### src/rtl/core/pip_pkg.sv
// Shared types and constants for the point-in-polygon ray-cast block.
// Used by pip_ctrl, pip_datapath and the point_in_polygon_ray_cast top level.
`timescale 1ns / 1ps

package pip_pkg;

    // Default sizing of the vertex memory and of one coordinate.
    localparam int DEFAULT_MAX_VERTICES = 64;
    localparam int DEFAULT_COORD_BITS   = 16;

    // Fixed field widths of the streaming and configuration ports.
    localparam int INDEX_W = 6;
    localparam int COUNT_W = 7;
    localparam int OPCODE_W = 1;

    // Vertex count after reset.
    localparam logic [COUNT_W-1:0] COUNT_RESET = 7'd3;

    // Item kinds carried in the input tuser.
    localparam logic [OPCODE_W-1:0] OP_LOAD  = 1'b0;
    localparam logic [OPCODE_W-1:0] OP_QUERY = 1'b1;

    // Commands from the controller to the datapath.
    typedef struct packed {
        logic write_vertex;  // write the input vertex at the memory address
        logic start_query;   // capture the query point and clear the parity
        logic rd_en;         // read one vertex at the memory address
        logic rd_first;      // the read fetches the first vertex of the walk
        logic load_result;   // copy the final parity into the result register
    } pip_cmd_t;

    // Status from the datapath to the controller.
    typedef struct packed {
        logic pipe_busy;     // an edge is still moving through the pipeline
    } pip_status_t;

endpackage

### src/rtl/core/point_in_polygon_ray_cast.sv
// Even-odd point-in-polygon test by ray casting over a stored vertex table.
// A vertex load is written to the memory on its transfer. A query with n >= 1 vertices in use
// reads n + 1 vertices, one a cycle from the single-port vertex memory, then drains a
// four-stage edge pipeline and loads the result register; no new item is taken until the
// query is done. n is the count clamped to MAX_VERTICES; a count of zero skips the read walk.
// rst_n clears control state and sets the vertex count to three; the vertex memory
// is not cleared and holds no defined value until written.
`timescale 1ns / 1ps

module point_in_polygon_ray_cast #(
    parameter int MAX_VERTICES = pip_pkg::DEFAULT_MAX_VERTICES,
    parameter int COORD_BITS   = pip_pkg::DEFAULT_COORD_BITS
) (
    input  logic                                clk,
    input  logic                                rst_n,
    // Input stream.
    input  logic                                s_tvalid,
    output logic                                s_tready,
    // tdata: vertex_index, coord_x, coord_y (from bit 0 up), zero padded to bytes.
    input  logic [((pip_pkg::INDEX_W + 2 * COORD_BITS + 7) / 8) * 8 - 1:0] s_tdata,
    // tuser: opcode.
    input  logic [pip_pkg::OPCODE_W-1:0]        s_tuser,
    // Result stream.
    output logic                                m_tvalid,
    input  logic                                m_tready,
    // tdata: inside_res in bit 0, upper bits zero.
    output logic [7:0]                          m_tdata,
    // Configuration write of vertex_count.
    input  logic                                cfg_valid,
    output logic                                cfg_ready,
    input  logic [pip_pkg::COUNT_W-1:0]         cfg_data
);
    import pip_pkg::*;

    localparam int ADDR_W = $clog2(MAX_VERTICES);
    localparam int X_LO   = INDEX_W;
    localparam int Y_LO   = INDEX_W + COORD_BITS;

    logic [INDEX_W-1:0]           in_index;
    logic signed [COORD_BITS-1:0] in_x;
    logic signed [COORD_BITS-1:0] in_y;
    pip_cmd_t                     cmd;
    pip_status_t                  status;
    logic [ADDR_W-1:0]            mem_addr;
    logic                         inside_res;

    // Unpack the input fields.
    assign in_index = s_tdata[INDEX_W-1:0];
    assign in_x     = s_tdata[X_LO +: COORD_BITS];
    assign in_y     = s_tdata[Y_LO +: COORD_BITS];

    pip_ctrl #(
        .MAX_VERTICES (MAX_VERTICES)
    ) u_ctrl (
        .clk       (clk),
        .rst_n     (rst_n),
        .in_valid  (s_tvalid),
        .in_ready  (s_tready),
        .in_opcode (s_tuser),
        .in_index  (in_index),
        .out_valid (m_tvalid),
        .out_ready (m_tready),
        .cfg_valid (cfg_valid),
        .cfg_ready (cfg_ready),
        .cfg_data  (cfg_data),
        .status    (status),
        .cmd       (cmd),
        .mem_addr  (mem_addr)
    );

    pip_datapath #(
        .MAX_VERTICES (MAX_VERTICES),
        .COORD_BITS   (COORD_BITS)
    ) u_datapath (
        .clk        (clk),
        .rst_n      (rst_n),
        .cmd        (cmd),
        .mem_addr   (mem_addr),
        .in_x       (in_x),
        .in_y       (in_y),
        .status     (status),
        .inside_res (inside_res)
    );

    // Pack the result.
    assign m_tdata = {7'd0, inside_res};

endmodule

### src/rtl/core/pip_datapath.sv
// Datapath: vertex memory, edge pipeline with exact cross-product test, parity.
// Depends on pip_pkg for the command and status structs.
`timescale 1ns / 1ps

module pip_datapath #(
    parameter int MAX_VERTICES = pip_pkg::DEFAULT_MAX_VERTICES,
    parameter int COORD_BITS   = pip_pkg::DEFAULT_COORD_BITS
) (
    input  logic                                clk,
    input  logic                                rst_n,
    input  pip_pkg::pip_cmd_t                   cmd,
    input  logic [$clog2(MAX_VERTICES)-1:0]     mem_addr,
    input  logic signed [COORD_BITS-1:0]        in_x,
    input  logic signed [COORD_BITS-1:0]        in_y,
    output pip_pkg::pip_status_t                status,
    output logic                                inside_res
);
    import pip_pkg::*;

    localparam int D_W    = COORD_BITS + 1;
    localparam int P_W    = 2 * D_W;
    localparam int DF_W   = P_W + 1;

    // Vertex memory, x in the low half and y in the high half of a word.
    logic [2*COORD_BITS-1:0] mem [MAX_VERTICES];
    logic [2*COORD_BITS-1:0] rd_data_reg;

    // Query point.
    logic signed [COORD_BITS-1:0] px_reg;
    logic signed [COORD_BITS-1:0] py_reg;

    // Read stage control and the previous vertex of the walk.
    logic rd_v_reg;
    logic rd_first_reg;
    logic signed [COORD_BITS-1:0] cur_x;
    logic signed [COORD_BITS-1:0] cur_y;
    logic signed [COORD_BITS-1:0] prev_x_reg;
    logic signed [COORD_BITS-1:0] prev_y_reg;

    // Edge set-up stage.
    logic signed [COORD_BITS-1:0] ax, ay, bx, by;
    logic in_range, early, early_val;
    logic b_v_reg, b_inr_reg, b_early_reg, b_early_val_reg, b_row_reg, b_lean_reg;
    logic signed [D_W-1:0] dx_reg, dpy_reg, dy_reg, dpx_reg;

    // Product stage.
    logic c_v_reg, c_inr_reg, c_early_reg, c_early_val_reg, c_row_reg, c_lean_reg;
    logic signed [P_W-1:0] p1_reg, p2_reg;

    // Decision stage.
    logic signed [DF_W-1:0] diff;
    logic crossed;
    logic parity_reg, parity_next;
    logic result_reg;

    // Memory write and registered read.
    always_ff @(posedge clk)
    begin
        if (cmd.write_vertex)
        begin
            mem[mem_addr] <= {in_y, in_x};
        end
        if (cmd.rd_en)
        begin
            rd_data_reg <= mem[mem_addr];
        end
    end

    assign cur_x = rd_data_reg[COORD_BITS-1:0];
    assign cur_y = rd_data_reg[2*COORD_BITS-1:COORD_BITS];

    // Order the edge ends by y; on equal y the end vertex is the lower one.
    always_comb
    begin
        if (prev_y_reg < cur_y)
        begin
            ax = prev_x_reg;
            ay = prev_y_reg;
            bx = cur_x;
            by = cur_y;
        end
        else
        begin
            ax = cur_x;
            ay = cur_y;
            bx = prev_x_reg;
            by = prev_y_reg;
        end
    end

    // Band test and the cases settled by the x extent of the edge.
    always_comb
    begin
        in_range  = (py_reg >= ay) && (py_reg < by);
        early     = 1'b0;
        early_val = 1'b0;
        if (ax > bx)
        begin
            if (px_reg > ax)
            begin
                early = 1'b1;
            end
            else if (px_reg < bx)
            begin
                early     = 1'b1;
                early_val = 1'b1;
            end
        end
        else
        begin
            if (px_reg > bx)
            begin
                early = 1'b1;
            end
            else if (px_reg < ax)
            begin
                early     = 1'b1;
                early_val = 1'b1;
            end
        end
    end

    // Sign of the cross product; a zero on the lower end's row uses the lean.
    always_comb
    begin
        diff = DF_W'(p1_reg) - DF_W'(p2_reg);
        if (c_early_reg)
        begin
            crossed = c_inr_reg && c_early_val_reg;
        end
        else if ((diff == '0) && c_row_reg)
        begin
            crossed = c_inr_reg && c_lean_reg;
        end
        else
        begin
            crossed = c_inr_reg && !diff[DF_W-1];
        end
    end

    always_comb
    begin
        parity_next = parity_reg;
        if (cmd.start_query)
        begin
            parity_next = 1'b0;
        end
        else if (c_v_reg && crossed)
        begin
            parity_next = ~parity_reg;
        end
    end

    // Pipeline control and parity.
    always_ff @(posedge clk or negedge rst_n)
    begin
        if (!rst_n)
        begin
            rd_v_reg     <= 1'b0;
            rd_first_reg <= 1'b0;
            b_v_reg      <= 1'b0;
            c_v_reg      <= 1'b0;
            parity_reg   <= 1'b0;
            result_reg   <= 1'b0;
        end
        else
        begin
            rd_v_reg     <= cmd.rd_en;
            rd_first_reg <= cmd.rd_first;
            b_v_reg      <= rd_v_reg && !rd_first_reg;
            c_v_reg      <= b_v_reg;
            parity_reg   <= parity_next;
            if (cmd.load_result)
            begin
                result_reg <= parity_reg;
            end
        end
    end

    // Payload registers of the pipeline.
    always_ff @(posedge clk)
    begin
        if (cmd.start_query)
        begin
            px_reg <= in_x;
            py_reg <= in_y;
        end
        if (rd_v_reg)
        begin
            prev_x_reg <= cur_x;
            prev_y_reg <= cur_y;
        end
        b_inr_reg       <= in_range;
        b_early_reg     <= early;
        b_early_val_reg <= early_val;
        b_row_reg       <= (py_reg == ay);
        b_lean_reg      <= (bx >= ax);
        dx_reg          <= D_W'(bx) - D_W'(ax);
        dpy_reg         <= D_W'(py_reg) - D_W'(ay);
        dy_reg          <= D_W'(by) - D_W'(ay);
        dpx_reg         <= D_W'(px_reg) - D_W'(ax);
        c_inr_reg       <= b_inr_reg;
        c_early_reg     <= b_early_reg;
        c_early_val_reg <= b_early_val_reg;
        c_row_reg       <= b_row_reg;
        c_lean_reg      <= b_lean_reg;
        p1_reg          <= dx_reg * dpy_reg;
        p2_reg          <= dy_reg * dpx_reg;
    end

    assign status.pipe_busy = rd_v_reg || b_v_reg || c_v_reg;
    assign inside_res       = result_reg;

endmodule

### src/rtl/core/pip_ctrl.sv
// Controller: handshakes, vertex count register and the edge walk sequencer.
// Depends on pip_pkg for opcodes, widths and the command and status structs.
`timescale 1ns / 1ps

module pip_ctrl #(
    parameter int MAX_VERTICES = pip_pkg::DEFAULT_MAX_VERTICES
) (
    input  logic                                clk,
    input  logic                                rst_n,
    input  logic                                in_valid,
    output logic                                in_ready,
    input  logic [pip_pkg::OPCODE_W-1:0]        in_opcode,
    input  logic [pip_pkg::INDEX_W-1:0]         in_index,
    output logic                                out_valid,
    input  logic                                out_ready,
    input  logic                                cfg_valid,
    output logic                                cfg_ready,
    input  logic [pip_pkg::COUNT_W-1:0]         cfg_data,
    input  pip_pkg::pip_status_t                status,
    output pip_pkg::pip_cmd_t                   cmd,
    output logic [$clog2(MAX_VERTICES)-1:0]     mem_addr
);
    import pip_pkg::*;

    localparam int ADDR_W = $clog2(MAX_VERTICES);
    localparam int CNT_W  = $clog2(MAX_VERTICES + 1);
    localparam int CMP_W  = (CNT_W > COUNT_W) ? CNT_W : COUNT_W;
    localparam int IDX_CMP_W = (ADDR_W + 1 > INDEX_W) ? ADDR_W + 1 : INDEX_W;

    typedef enum logic [1:0] {
        IDLE,
        WALK,
        DRAIN
    } state_t;

    state_t state_reg;
    logic [COUNT_W-1:0] vertex_count_reg;
    logic [CNT_W-1:0]   n_reg;
    logic [CNT_W-1:0]   k_reg;
    logic               out_valid_reg;

    logic [CMP_W-1:0]     count_ext;
    logic [CMP_W-1:0]     max_ext;
    logic [CNT_W-1:0]     n_eff;
    logic [IDX_CMP_W-1:0] idx_ext;
    logic                 slot_ok;
    logic                 in_xfer;
    logic                 finish;

    // Edge count in use, clamped to the memory depth.
    always_comb
    begin
        count_ext = CMP_W'(vertex_count_reg);
        max_ext   = CMP_W'(MAX_VERTICES);
        if (count_ext > max_ext)
        begin
            n_eff = max_ext[CNT_W-1:0];
        end
        else
        begin
            n_eff = count_ext[CNT_W-1:0];
        end
    end

    assign idx_ext   = IDX_CMP_W'(in_index);
    assign slot_ok   = idx_ext < IDX_CMP_W'(MAX_VERTICES);
    assign in_ready  = (state_reg == IDLE);
    assign in_xfer   = in_valid && in_ready;
    assign cfg_ready = 1'b1;
    assign out_valid = out_valid_reg;
    assign finish    = (state_reg == DRAIN) && !status.pipe_busy
                       && (!out_valid_reg || out_ready);

    // Commands and memory address for the current cycle.
    always_comb
    begin
        cmd.write_vertex = in_xfer && (in_opcode == OP_LOAD) && slot_ok;
        cmd.start_query  = in_xfer && (in_opcode == OP_QUERY);
        cmd.rd_en        = (state_reg == WALK);
        cmd.rd_first     = (state_reg == WALK) && (k_reg == '0);
        cmd.load_result  = finish;
        mem_addr         = '0;
        if (state_reg == WALK)
        begin
            if (k_reg != n_reg)
            begin
                mem_addr = k_reg[ADDR_W-1:0];
            end
        end
        else
        begin
            mem_addr = idx_ext[ADDR_W-1:0];
        end
    end

    // Sequencer state, walk counter, count register and output valid.
    always_ff @(posedge clk or negedge rst_n)
    begin
        if (!rst_n)
        begin
            state_reg        <= IDLE;
            vertex_count_reg <= COUNT_RESET;
            n_reg            <= '0;
            k_reg            <= '0;
            out_valid_reg    <= 1'b0;
        end
        else
        begin
            if (cfg_valid && cfg_ready)
            begin
                vertex_count_reg <= cfg_data;
            end

            // The result register is freed by a transfer and refilled at the end of a query.
            if (finish)
            begin
                out_valid_reg <= 1'b1;
            end
            else if (out_valid_reg && out_ready)
            begin
                out_valid_reg <= 1'b0;
            end

            case (state_reg)
                IDLE:
                begin
                    if (cmd.start_query)
                    begin
                        n_reg <= n_eff;
                        k_reg <= '0;
                        if (n_eff == '0)
                        begin
                            state_reg <= DRAIN;
                        end
                        else
                        begin
                            state_reg <= WALK;
                        end
                    end
                end
                WALK:
                begin
                    // Reads vertices 0 .. n-1, then vertex 0 again to close the polygon.
                    k_reg <= k_reg + 1'b1;
                    if (k_reg == n_reg)
                    begin
                        state_reg <= DRAIN;
                    end
                end
                DRAIN:
                begin
                    if (finish)
                    begin
                        state_reg <= IDLE;
                    end
                end
                default:
                begin
                    state_reg <= IDLE;
                end
            endcase
        end
    end

endmodule

### config.mk
export PLATFORM = sky130hd
export DESIGN_NAME = point_in_polygon_ray_cast
export DESIGN_NICKNAME = d
export VERILOG_FILES = /design/src/rtl/core/pip_pkg.sv /design/src/rtl/core/point_in_polygon_ray_cast.sv /design/src/rtl/core/pip_datapath.sv /design/src/rtl/core/pip_ctrl.sv
export SDC_FILE = /design/constraint.sdc
export NUM_CORES = 2
export LEC_CHECK = 0
export ABC_AREA = 1
export BUFFER_PORTS_ARGS = -buffer_cell sky130_fd_sc_hd__buf_2
export CAP_MARGIN = 10
export CORE_AREA = 2 2 515 517
export DETAILED_ROUTE_END_ITERATION = 8
export DIE_AREA = 0 0 517 519
export GPL_TIMING_DRIVEN = 0
export HOLD_SLACK_MARGIN = 0.15
export PLACE_DENSITY = 0.63
export SYNTH_ARGS = -nofsm -noshare
export SYNTH_HDL_FRONTEND = slang
export SYNTH_SLANG_ARGS = --single-unit
### constraint.sdc
create_clock -name clk -period 10.5 [get_ports clk]
set_clock_uncertainty 0.1 [all_clocks]
set_input_delay 0 -clock clk [delete_from_list [all_inputs] [get_ports clk]]
set_output_delay 0 -clock clk [all_outputs]
set_load 0.005 [all_outputs]
; Word level (Yosys, flattened, before mapping)
; Memories as Yosys holds them, arrays and structs flattened. A register that Yosys moved wholly into a read port is not among the register bits.
; Cells that the tools add are included.
[word_totals]
reg_bits = 240
mem_bits_rw = 2048
mem_count = 1
word_cells = 123
[mem_list]
columns = memory, words, width, rd, rd_clocked_by_memory_dff, wr, line_no
row1 = u_datapath.mem, 64, 32, 1, 1, 1, pip_datapath.sv:25  ; logic [2*COORD_BITS-1:0] mem [MAX_VERTICES];
[op_classes]
bitwise_logic = 2
n_reduce_logical = 32
mux = 30
n_mul = 2
addsub = 6
order_cmp = 11
eq_ne = 8
[ops]
columns = operator, n
row1 = $mul 17x17->34, 2
row2 = $sub 16x16->17, 4
row3 = $lt 16x16->1, 4
row4 = $mux 16, 4
row5 = $gt 16x16->1, 3
row6 = $logic_not 35->1, 1
row7 = $sub 34x34->35, 1
row8 = $ge 16x16->1, 2
row9 = $eq 16x16->1, 1
row10 = $mux 1, 16
row11 = $logic_and 1x1->1, 15
row12 = $logic_not 7->1, 2
row13 = $mux 7, 2
row14 = $pmux 7 s2, 1
row15 = $mux 6, 2
row16 = $mux 2, 4
row17 = $add 7x1->7 const B, 1
row18 = $eq 7x7->1, 1
row19 = $gt 7x7->1 const B, 1
row20 = $lt 6x7->1 const B, 1
row21 = $ne 7x7->1, 1
row22 = $pmux 2 s3, 1
row23 = $reduce_bool 2->1, 3
row24 = $logic_not 1->1, 4
row25 = other kinds (9), 14

; Depth between registers and ports, before layout
[depth]
word_depth = 8
ltp_mapped = 33

; Modules after synthesis
; A second synthesis with hierarchy kept.
[unflattened]
hier_cells = 9156
hier_area_um2 = 112290.2
[modules_own_cells]
columns = mod, area_each_um2, cells_per_inst, instances
row1 = pip_datapath, 110921.4, 8982, 1
row2 = pip_ctrl, 1305.0, 165, 1
row3 = point_in_polygon_ray_cast, 63.8, 9, 1

; Worst setup path after synthesis
; OpenSTA, ideal clock, no wires.
[synth_path]
kind = reg-to-reg
start = reg u_datapath.dx_reg[16]
end = reg u_datapath.p1_reg[33]
synth_period_minus_slack_ns = 6.099
path_slack_ns = 4.401
stages_incl_launch_ff = 22
t_arrival_ns = 5.928
cell_sequence = dfxtp_1 clkbuf_1 clkbuf_1 nand2_1 inv_1 fa_1 fa_1 fa_1 fa_1 fa_1 inv_1 fa_1 inv_1 ha_1 a21oi_1 inv_1 nor2_1 nor3_1 a2111oi_0 o211ai_1 a211oi_1 xor2_1
[synth_via]
elab_chain_len = 1
[synth_rtl]
columns = element, line_no
row1 = from (decl), pip_datapath.sv:44  ; logic signed [D_W-1:0] dx_reg, dpy_reg, dy_reg, dpx_reg;
row2 = from (signal assigned), pip_datapath.sv:198  ; dx_reg <= D_W'(bx) - D_W'(ax);
row3 = $mul 17x17->34, pip_datapath.sv:207  ; p1_reg <= dx_reg * dpy_reg;
row4 = to (signal assigned), pip_datapath.sv:207
row5 = to (decl), pip_datapath.sv:48  ; logic signed [P_W-1:0] p1_reg, p2_reg;
; No other way between the ends.
; A chain may end at the register's enable or synchronous reset.

; Final worst setup path
[layout_path]
start = reg u_datapath.dy_reg[16]
end = reg u_datapath.p2_reg[33]
[layout_via]
elab_chain_len = 1
[layout_rtl]
columns = element, line_no
row1 = from (decl), pip_datapath.sv:44
row2 = from (signal assigned), pip_datapath.sv:200  ; dy_reg <= D_W'(by) - D_W'(ay);
row3 = $mul 17x17->34, pip_datapath.sv:208  ; p2_reg <= dy_reg * dpx_reg;
row4 = to (signal assigned), pip_datapath.sv:208
row5 = to (decl), pip_datapath.sv:48
; No other way between the ends.

==> run summary <==
The flow ran to the end, but the final reports show violations. The checks that failed: capacitance limit, slew limit. After global routing the overflow that remains totals 0. The count of max-cap constraint violations is 1. The largest stage delay on the critical path came out at 840 ps. After synthesis, the share of cell area in mux cells is 0.009572%. At the end of routability-driven placement, the weighted congestion stood at 0.9990. The floorplan die area was 268300 um^2; the net switching power of the design was 3.855 mW. From left edge to right edge, the die measures 517 um. Relative contribution of combinational cells to total power: 1.5%. The tools report the type of destination of the critical path as a flip-flop. By area the synthesized netlist is led by edfxtp_1 55%, nand2_1 12%, fa_1 10%. Setup repair after global routing left no endpoint under its margin.

For the internal power, the log shows 14.68 mW. By area, the combinational part of the netlist is dominated by simple AND/OR/NAND/NOR gates. The number of nets with antenna violations after detailed routing is 0, and the detail-routed via count per cell is 5.716.

Counting I/O delays and the setup requirement, the final critical path takes 8032 ps. Buffers placed on the I/O ports in this run total 53. The clock latency reported for the late side of the worst-skew pair was 940 ps. The tools report the final count of pins violating max slew as 11.

The clock network burns 44.1% of the power. After the first detailed-routing iteration, the DRC count stood at 13830. The logs give 0 for the number of hold-slack violations in the final timing report and 33.23% for the total global routing track utilization. For the net total in the final layout, the log shows 12610. The first global-routing pass estimated 624.9 mm of wire. The run gives 66 as the maximum number of pins on one net before global-route repair. The share of Yosys cell area claimed by the top area cell type was 54.73%. The cell count after synthesis came out at 11140. Measured against its own limit, the worst slew margin works out to -0.4958%. The pre-antenna-repair detailed-routing pass consisted of 8 iterations. In this run the count of I/O pins placed on the die edge is 64.

For this design the ratio of total power to cell area is 137.9 nW/um^2. Summing the areas of all and, or, nand and nor instances in the mapped netlist gives 15.26% of the synthesized area. Most frequently used flop master after synthesis: edfxtp_1. Final sum of negative setup slack: 0 ps. The total non-filler cell area in the finished layout came out at 134400 um^2.

Detailed placement ended at an HPWL of 320.3 mm. Summing the areas of all compound-gate instances in the mapped netlist gives 6.344% of the synthesized area. For this design, the slowest cell found on the critical path is fa_1. VDD sags by at most 0.0001632 V. Cell type group with the largest total delay on the critical path: adder cells.

The average wire per cell in the routed design is 29.30 um, and the switching share of power is 20.80%. STA classifies the critical path startpoint as a flip-flop. Row generation in the floorplan step produced 189 rows. The data required time of the critical path was 11080 ps; the area of the mapped netlist was 117600 um^2. The count of state elements after synthesis came out at 2320. The most prevalent standard cell on the critical path was fa_1. The sequential area share after synthesis is 57.85%. Relative to the synthesized area, the layout overhead comes to 14.24%.

The floorplan step set the die height to 519 um. Static timing analysis puts the maximum clock frequency at 124.5 MHz. For this run, asynchronously set or reset flops after synthesis account for 1.293%. After clock tree synthesis, the clock-pin slew on the worst setup and hold paths is 70 ps.

The min-delay analysis places its worst path in the category input port to flip-flop. TritonCTS built the clock tree. In this run the static leakage power is 55.06 nW.

Summing the areas of all xor and xnor instances in the mapped netlist gives 1.154% of the synthesized area. Yosys mapped a number of flops with a built-in enable equal to 2144. The total clock buffers created by CTS is 235, and the slew of the pin with the lowest slew margin is 1507 ps. The critical path in this run is classified as flip-flop to flip-flop. The warning count from the yosys run is 0.

The initial standard-cell utilization of the core was 44.66%; the number of flip-flops in the largest register was 2048. The number of antenna violations at the first check in global routing was 36. The final-report setup violation count is 0, and the number of library cell types mapped by synthesis is 64.

CTS placed an instance of clkbuf_16 at the clock tree root. The via count of the first global-routing pass is 84680, and the post-placement cell area is 126000 um^2. The routed layout has 88050 vias. The final period utilization came out at 76.49%. Summed over all instances, the cell type with the most area after synthesis is edfxtp_1.

After clock tree synthesis, the repair step resized 0 gates. The critical path contains buffers and inverters numbering 7 combined. Once layout is complete, the utilization of the core stands at 51.02%.

In this run the deepest clock path goes through 4 buffers. The average size of a mapped cell is 10.56 um^2, and the total length of routed wires is 451.4 mm. For this run, design rule violations remaining after detail routing come to 0. Along the worst path, the maximum fanout reaches 10. The signal on the critical path passes through clkbuf_1 > clkbuf_1 > nand2_1 > fa_1 > inv_1 > fa_1 > inv_1 > fa_1 > inv_1 > fa_1 > fa_1 > inv_1 > fa_1 > inv_1 > ha_1 > a21oi_1 > o21ai_0 > nor2_1 > nand3_1 > nand3_1 > nand2_1 > nand2_1 > o311ai_0 > xor2_1. The run gives 54.4% as the fraction of power consumed by sequential logic. Counting instances in the post-synthesis netlist gives the leading cell types as 3685 x nand2_1, 2144 x edfxtp_1, 1313 x inv_1, 851 x a21oi_1, 595 x fa_1. Area inside the core boundary: 263400 um^2. Most frequent cell after synthesis: nand2_1. Counting the fill cells in the layout gives 23260. After Yosys synthesis, full adders, half adders and majority gates account for 13.20% of the synthesized area. The clock net in this run drives a total of 2320 sinks. The clock tree synthesis step divided the H-tree into 4 levels. STA puts the critical path data arrival time at 8610 ps. Of the cells placed in the final design, the portion with a size suffix greater than 1 is 7.467%.
## what timing repair did
item	4_1_cts	5_1_grt
hold endpoints to repair	2217	0
hold buffers	96	0
setup buffers	0	0
## path summary, 6_finish.rpt
kind | start | endpoint | slack [ps] | depth (start not counted)
hold reg to reg | u_datapath.b_lean_reg | u_datapath.c_lean_reg | 230 | 0
max in group asynchronous | rst_n | u_ctrl.count_ext[1] | 9370 | 5
setup / recovery | u_datapath.dy_reg[16] | u_datapath.p2_reg[33] | 2470 | 24
setup reg to reg | u_datapath.dy_reg[16] | u_datapath.p2_reg[33] | 2470 | 24
hold / removal | s_tdata[32] | u_datapath.mem[39][26] | 210 | 2
min in group asynchronous | rst_n | u_ctrl.k_reg[2] | 680 | 5
## logic make-up (layout without fill, tap and decap cells)
| group | after synthesis | after routing |
|---|---|---|
| buffers and inverters | 1839 | 2549 |
| other | 2 | 27 |
| adder cells (fa/ha/maj) | 884 | 884 |
| multiplexers | 1 | 1 |
| flip-flops | 2320 | 2320 |
| AO/OA/AOI/OAI | 1405 | 1405 |
| AND/OR/NAND/NOR | 4530 | 4530 |
| XOR/XNOR | 155 | 155 |
## through the flow
step	hold WS, ps	setup WS, ps	power (mW)	cells
6_report	211.9	2468	18.54	15400
5_1_grt	215.3	1964	18.86	15390
3_3_place_gp	-30.96	1224	10.48	14730
2_1_floorplan	-395.6	4401	10.29	11140
4_1_cts	157.4	2373	18.50	15390
3_5_place_dp	-22.16	2366	10.51	14870
## power by group through the flow
| stage | registers (mW) | logic [mW] | clock network [mW] |
|---|---|---|---|
| after floorplan | 10.3 | 0.00788 | 0 |
| after global placement | 10.3 | 0.193 | 0 |
| after detailed placement | 10.3 | 0.230 | 0 |
| after CTS | 10.1 | 0.267 | 8.16 |
| after global routing | 10.1 | 0.279 | 8.50 |
| final | 10.1 | 0.280 | 8.18 |
## routing by layer
| metal | up-vias | wire length (um) | track usage [%] |
|---|---|---|---|
| met4 | 18 | 35980 | 21.44 |
| met1 | 42780 | 158300 | 41.17 |
| li1 | 37540 | - | - |
| met2 | 6226 | 198500 | 50.75 |
| met5 | - | 113 | 0 |
| met3 | 1494 | 58570 | 9.676 |
## worst register-to-register path, stage by stage (launching register included)
cell and delay (ps):
dfxtp_1 310, clkbuf_1 440, clkbuf_1 600, nand2_1 270
fa_1 600, inv_1 70, fa_1 840, inv_1 250
fa_1 430, inv_1 80, fa_1 420, fa_1 540
inv_1 50, fa_1 420, inv_1 80, ha_1 320
a21oi_1 360, o21ai_0 180, nor2_1 140, nand3_1 250
nand3_1 150, nand2_1 110, nand2_1 70, o311ai_0 140
xor2_1 640
## layout make-up
type,instances,area (um^2),share of cell area [%]
buffer,507,2266,1.686
inverter,1332,5000,3.720
timing repair buffer,291,4484,3.337
multi-input combinational,6983,42830,31.87
clock inverter,123,1026,0.7634
tap,3533,4420,3.289
sequential,2320,68060,50.64
clock buffer,296,6257,4.656
antenna,19,47.55,0.03538
## layout by cell type, fill, tap and decap left out, types with 24 or more instances in the layout
cell type	count
nand2_1	3685
edfxtp_1	2144
inv_1	1312
a21oi_1	851
fa_1	595
o21ai_0	358
clkbuf_1	340
nor2_1	337
ha_1	289
clkbuf_16	240
buf_2	185
nand3_1	175
dfxtp_1	146
nand4_1	145
xor2_1	111
buf_12	111
dlygate4sd3_1	85
nor2_4	65
clkinv_1	54
o21a_1	53
o21ai_1	50
buf_4	48
xnor2_1	44
buf_16	38
clkinv_2	33
buf_1	29
nor3_1	28
dfrtp_1	27
nand2_2	24
No activity file was read; power rests on OpenSTA's default activity.
